`config.mk`:
```
export PLATFORM = sky130hd
export DESIGN_NAME = aehd_ctrl
export DESIGN_NICKNAME = d
export VERILOG_FILES = /design/src/design/aehd_pkg.sv /design/src/design/aehd_ctrl.sv
export VERILOG_INCLUDE_DIRS = /design/src /design/src/design
export SDC_FILE = /design/constraint.sdc
export NUM_CORES = 1
export LEC_CHECK = 0
export ABC_AREA = 1
export CAP_MARGIN = 40
export CORE_AREA = 2 2 39 41
export DETAILED_ROUTE_END_ITERATION = 8
export DIE_AREA = 0 0 41 43
export DONT_BUFFER_PORTS = 1
export GPL_TIMING_DRIVEN = 0
export SETUP_SLACK_MARGIN = 0.5
export SYNTH_ARGS = -nofsm -noshare
export SYNTH_HDL_FRONTEND = slang
export SYNTH_SLANG_ARGS = --single-unit
export TNS_END_PERCENT = 5
```
`constraint.sdc`:
```
create_clock -name clk -period 2.1 [get_ports clk]
set_clock_uncertainty 0.05 [all_clocks]
set_input_delay 0.105 -clock clk [delete_from_list [all_inputs] [get_ports clk]]
set_output_delay 0.105 -clock clk [all_outputs]
set_load 0.05 [all_outputs]
```
`src/design/attitude_error_hysteresis_deadband_assert.svh`:
```
// Assertion macros shared by the deadband block.
`ifndef ATTITUDE_ERROR_HYSTERESIS_DEADBAND_ASSERT_SVH
`define ATTITUDE_ERROR_HYSTERESIS_DEADBAND_ASSERT_SVH

// Implication checked on every clock edge outside reset.
`define AEHD_ASSERT_IMP(label, clk, rst, ante, cons, msg) \
  label: assert property (@(posedge clk) disable iff (rst) (ante) |-> (cons)) \
    else $error(msg);

// Next-cycle implication outside reset.
`define AEHD_ASSERT_NEXT(label, clk, rst, ante, cons, msg) \
  label: assert property (@(posedge clk) disable iff (rst) (ante) |=> (cons)) \
    else $error(msg);

`endif

```
`src/design/aehd_pkg.sv`:
```
// ----------------------------------------------------------------------------
// aehd_pkg
// Types, constants and the arctangent table of the attitude deadband block.
// ----------------------------------------------------------------------------
`default_nettype none
package aehd_pkg;

  localparam int CordicSteps = 16;
  localparam int CordicIdxW  = 5;

  localparam logic CfgInner = 1'b0;
  localparam logic CfgOuter = 1'b1;

  // Datapath commands
  typedef struct packed {
    logic load;       // capture sample
    logic rsq_start;  // start square root of sigma sum
    logic cor_init;   // seed CORDIC from the root
    logic cor_step;   // one CORDIC rotation
    logic esq_start;  // start the combined error root
    logic finish;     // decide and register the result
  } aehd_cmd_t;

  typedef struct packed {
    logic sqrt_done;
  } aehd_sts_t;

  typedef struct packed {
    logic signed [15:0] att_err_x;
    logic signed [15:0] att_err_y;
    logic signed [15:0] att_err_z;
    logic signed [15:0] rate_err_x;
    logic signed [15:0] rate_err_y;
    logic signed [15:0] rate_err_z;
  } aehd_in_t;

  typedef struct packed {
    logic signed [15:0] out_att_x;
    logic signed [15:0] out_att_y;
    logic signed [15:0] out_att_z;
    logic signed [15:0] out_rate_x;
    logic signed [15:0] out_rate_y;
    logic signed [15:0] out_rate_z;
    logic               control_off;
    logic        [15:0] combined_error;
  } aehd_out_t;

  function automatic logic signed [33:0] atan_entry(input logic [CordicIdxW-1:0] i);
    logic signed [33:0] r;
    begin
      case (i)
        5'd0:  r = 34'sh03243F6A8;
        5'd1:  r = 34'sh01DAC6705;
        5'd2:  r = 34'sh00FADBAFC;
        5'd3:  r = 34'sh007F56EA6;
        5'd4:  r = 34'sh003FEAB76;
        5'd5:  r = 34'sh001FFD55B;
        5'd6:  r = 34'sh000FFFAAA;
        5'd7:  r = 34'sh0007FFF55;
        5'd8:  r = 34'sh0003FFFEA;
        5'd9:  r = 34'sh0001FFFFD;
        5'd10: r = 34'sh0000FFFFF;
        5'd11: r = 34'sh00007FFFF;
        5'd12: r = 34'sh00003FFFF;
        5'd13: r = 34'sh00001FFFF;
        5'd14: r = 34'sh00000FFFF;
        5'd15: r = 34'sh000007FFF;
        5'd16: r = 34'sh000003FFF;
        5'd17: r = 34'sh000001FFF;
        5'd18: r = 34'sh000000FFF;
        5'd19: r = 34'sh0000007FF;
        5'd20: r = 34'sh0000003FF;
        5'd21: r = 34'sh0000001FF;
        5'd22: r = 34'sh0000000FF;
        5'd23: r = 34'sh00000007F;
        default: r = '0;
      endcase
      return r;
    end
  endfunction

endpackage
`default_nettype wire

```
`src/design/aehd_ctrl.sv`:
```
// ----------------------------------------------------------------------------
// aehd_ctrl
// Sequencer: sums, sigma root, CORDIC, error root, decision, output hold.
// ----------------------------------------------------------------------------
`default_nettype none
module aehd_ctrl import aehd_pkg::*; (
  input  wire logic      clk,
  input  wire logic      rst,
  input  wire logic      in_valid,
  output logic           in_ready,
  output logic           out_valid,
  input  wire logic      out_ready,
  output aehd_cmd_t      cmd,
  input  wire aehd_sts_t sts
);

  localparam logic [2:0] S_IDLE = 3'd0;
  localparam logic [2:0] S_SUM  = 3'd1;
  localparam logic [2:0] S_SRT1 = 3'd2;
  localparam logic [2:0] S_COR  = 3'd3;
  localparam logic [2:0] S_ATT  = 3'd4;
  localparam logic [2:0] S_ESQ  = 3'd5;
  localparam logic [2:0] S_SRT2 = 3'd6;

  logic [2:0]            state;
  logic [2:0]            state_next;
  logic [CordicIdxW-1:0] cnt;
  logic                  sq_started;

  // Accept a new request while idle, once the result slot is free or being drained.
  assign in_ready = (state == S_IDLE) && (!out_valid || out_ready);

  always_comb begin
    state_next = state;
    cmd        = '0;
    case (state)
      S_IDLE: if (in_valid && in_ready) begin
        cmd.load   = 1'b1;
        state_next = S_SUM;
      end
      S_SUM: begin
        cmd.rsq_start = 1'b1;
        state_next    = S_SRT1;
      end
      S_SRT1: if (sts.sqrt_done) begin
        cmd.cor_init = 1'b1;
        state_next   = S_COR;
      end
      S_COR: begin
        cmd.cor_step = 1'b1;
        if (cnt == CordicIdxW'(CordicSteps - 1)) state_next = S_ATT;
      end
      S_ATT: state_next = S_ESQ;
      S_ESQ: begin
        cmd.esq_start = 1'b1;
        state_next    = S_SRT2;
      end
      S_SRT2: if (sts.sqrt_done) begin
        cmd.finish = 1'b1;
        state_next = S_IDLE;
      end
      default: state_next = S_IDLE;
    endcase
  end

  always_ff @(posedge clk) begin
    if (rst) begin
      state      <= S_IDLE;
      cnt        <= '0;
      out_valid  <= 1'b0;
      sq_started <= 1'b0;
    end else begin
      state <= state_next;
      if (cmd.cor_init) cnt <= '0;
      else if (cmd.cor_step) cnt <= cnt + 1'b1;
      sq_started <= cmd.rsq_start | cmd.esq_start;
      if (cmd.finish) out_valid <= 1'b1;
      else if (out_ready) out_valid <= 1'b0;
    end
  end

`include "attitude_error_hysteresis_deadband_assert.svh"

  `AEHD_ASSERT_IMP(a_load_needs_free, clk, rst, cmd.load, !out_valid || out_ready, "load over pending result")
  `AEHD_ASSERT_NEXT(a_finish_valid, clk, rst, cmd.finish, out_valid, "finish without result")
  `AEHD_ASSERT_IMP(a_no_done_early, clk, rst, sq_started, !sts.sqrt_done, "root done at start")

endmodule
`default_nettype wire

```
==> metrics.csv <==
metric,value,unit
syn_area,520.5,µm²
clkPwrFrac,0.175,
placed_area,550.5,µm²
max_slew_margin,0.3937,
drv_slew,0,
synth-compound-area-share,0.1418,
gp_congestion,0.6821,
path_class,flop to primary output,
synthSimpleGateAreaFrac,0.3486,
initial_core_util,0.3761,
globalRouteTotalUtil,0.1351,
drtAntennaViolNets,0,
grt_pass1_wl,1607,µm
comb_power_share,0.520,
synth_most_common_cell,nand2_1,
htreeDepth,1,
power.density,1287,mW/mm²
synth_mux_area_frac,0,
clock_sink_count,9,
viasPerCell,4.640,
synth_edf_count,0,
reg2regPathDepth,9,
synth_xor_area_frac,0,
cpPeakStageDelay,0.71,ns
hold_start,out_ready,
r2r_start,cnt[0],
synth.distinct_cells,16,
cts_setup_buffers,0,
synthTopCellsByCount,"15 x nand2_1, 14 x nor2_1, 12 x inv_1, 9 x dfxtp_1, 6 x nand3_1",
syn_inst,79,
antenna_found_initial,0,
areaGrowthSynthToFinish,16.11,%
drt-wirelength-per-cell,10.00,µm
setup_violations,0,
critical_path.endpoint_type,primary output,
worstSetupStartpointType,flop,
leakage,0.0002570,µW
synth_nets,86,
p_switching,417.8,µW
cp_top_family,simple AND/OR/NAND/NOR gates,
clockBufferDepth,2,
fin_crit,1.723,ns
portBuffers,0,
p_sw_frac,0.5373,
p_total,777.6,µW
status,completed,
power_frac_seq,0.305,
synth_top_area_share,0.3462,
n_fill_cell,136,
r2r_end,state[1],
io-pin-count,13,
cp.required,1.95,ns
diodes,0,
ys_seq_area_frac,0.3462,
drc,0,
coreArea,0.001384,mm²
finalCritPeriodShare,0.8204,
drive_gt1_frac,0.1667,
cts_buffers,3,
row_count,14,
syn_avg_cell_area,6.589,µm²
hold_path.class,input port to flop,
dieWidth,41,µm
fmax,0.5805,GHz
path_max_fanout,7,
synth_top_flop_cell,dfxtp_1,
fin_area,604.3,µm²
hold_end,out_valid,
min_path_cells,3,
totalWireLength,1000,µm
drtPass1Iterations,2,
num-nets-final,92,
cp_cell_sequence,nand2_1 > nor2_1,
worst_pin_slew,0.9061,ns
yosysTopAreaCell,dfxtp_1,
tns,0,ns
synth_adder_area_share,0.04808,
vias,464,
ys_warn_count,0,
synth-seq-cells,9,
power.internal,359.8,µW
drt_iter0_markers,9,
hpwl,781.1,µm
reg2reg_slack,0.52,ns
hold_viol,0,
path_clk_slew,0.06,ns
cts-root-buf,clkbuf_4,
worst_ep_arrival_time,1.57,ns
dieArea,0.001763,mm²
grt.overflow.total,0,
cts_tree,built,
grt_max_degree,11,
ir_worst_vdd,0.0004747,V
async_flop_share,0,
max-cap-violations,0,
rsz0062_at_grt,true,
synth_top_family_by_area,simple AND/OR/NAND/NOR gates,
cp_slowest_cell,nor2_1,
synth_area_leaders,"dfxtp_1 35%, nand2_1 11%, nor2_1 10%",
chipHeight,43,µm
insertion_delay,0.26,ns
grt_pass1_vias,411,
cp_num_buf_inv,0,
-- flip-flops by register name (all words and copies together), names as in the netlist --
register,cells
state,3
cnt,5
out_valid,1
-- worst reg2reg max path, stage by stage (launching register included) --
cell	delay [ns]
dfxtp_1	0.37
ha_1	0.18
inv_1	0.05
nor3_1	0.14
ha_1	0.18
nor2_1	0.04
nor2_1	0.19
nand2_1	0.10
o21bai_1	0.13
inv_1	0.05
-- layout make-up --
| class | count | area, µm² | area share |
|---|---|---|---|
| buffer | 1 | 11.26 | 0.01863 |
| clock buffer | 4 | 26.28 | 0.04348 |
| sequential | 9 | 181.4 | 0.3002 |
| tap | 16 | 20.02 | 0.03313 |
| multi-input combinational | 56 | 306.5 | 0.5072 |
| inverter | 13 | 48.80 | 0.08075 |
| timing repair buffer | 1 | 10.01 | 0.01656 |
-- placed cells by master (no fill, tap or decap) --
| cell type | instances |
|---|---|
| dfxtp_1 | 8 |
| nor2_2 | 1 |
| nor3_4 | 1 |
| buf_6 | 1 |
| o21ai_0 | 3 |
| ha_1 | 2 |
| nor2_1 | 12 |
| nand3_2 | 1 |
| dfxtp_2 | 1 |
| nor3_1 | 2 |
| inv_2 | 1 |
| or2_0 | 2 |
| nor2_4 | 1 |
| a21oi_2 | 1 |
| clkbuf_4 | 3 |
| nor3_2 | 1 |
| nand3_1 | 6 |
| a21oi_1 | 5 |
| o21ai_2 | 2 |
| inv_1 | 12 |
| dlygate4sd3_1 | 1 |
| nand2_1 | 15 |
| o21bai_1 | 1 |
| clkbuf_1 | 1 |
-- timing repair --
item / 4_1_cts / 5_1_grt
hold endpoints to repair: 3 / 0
endpoints found under the setup margin: 6 / 10
gates cloned: 0 / 0
hold buffers: 1 / 0
gates resized for setup: 3 / 2
-- stage by stage --
| stage | hold WS [ns] | setup WS, ns | instances | util |
|---|---|---|---|---|
| after floorplan | 0.1241 | 0.2627 | 79 | - |
| after CTS | 0.07110 | 0.3706 | 100 | 0.4322 |
| after global routing | 0.1086 | 0.3083 | 100 | 0.4367 |
| after detailed placement | 0.1309 | 0.4989 | 95 | 0.3978 |
| final | 0.08824 | 0.3772 | 100 | 0.4367 |
| after global placement | 0.1285 | 0.1322 | 95 | 0.3942 |
-- worst max path at each step --
| stage | start | to | slack, ns | depth (start not counted) |
|---|---|---|---|---|
| floorplan | state[1] | out_valid | 0.26 | 4 |
| global placement | state[1] | out_valid | 0.13 | 4 |
| detailed placement | state[1] | cmd[3] | 0.50 | 4 |
| CTS | state[0] | cmd[4] | 0.37 | 2 |
| global route | state[0] | cmd[4] | 0.31 | 2 |
| finish | state[0] | cmd[4] | 0.38 | 2 |
-- power groups by stage --
| stage | clock network (µW) | registers, µW | logic (µW) |
|---|---|---|---|
| floorplan | 0 | 231 | 346 |
| global placement | 0 | 241 | 380 |
| detailed placement | 0 | 241 | 382 |
| CTS | 143 | 237 | 401 |
| global route | 151 | 242 | 434 |
| finish | 136 | 238 | 404 |
-- cell families after synthesis --
| kind of cell | count (synthesis) |
|---|---|
| DFF | 9 |
| AOI/OAI and AO/OA | 12 |
| buffers and inverters | 14 |
| and+or+nand+nor | 42 |
| adders and majority gates | 2 |
-- layer usage --
metal	vias to the layer above	GRT usage	routed length, µm
met1	192	0.1661	469
met4	0	0.04000	0
met3	0	0.07853	75
met2	13	0.1938	455
li1	259	-	-
met5	-	0	0
Power figures use the tool's default switching activity.
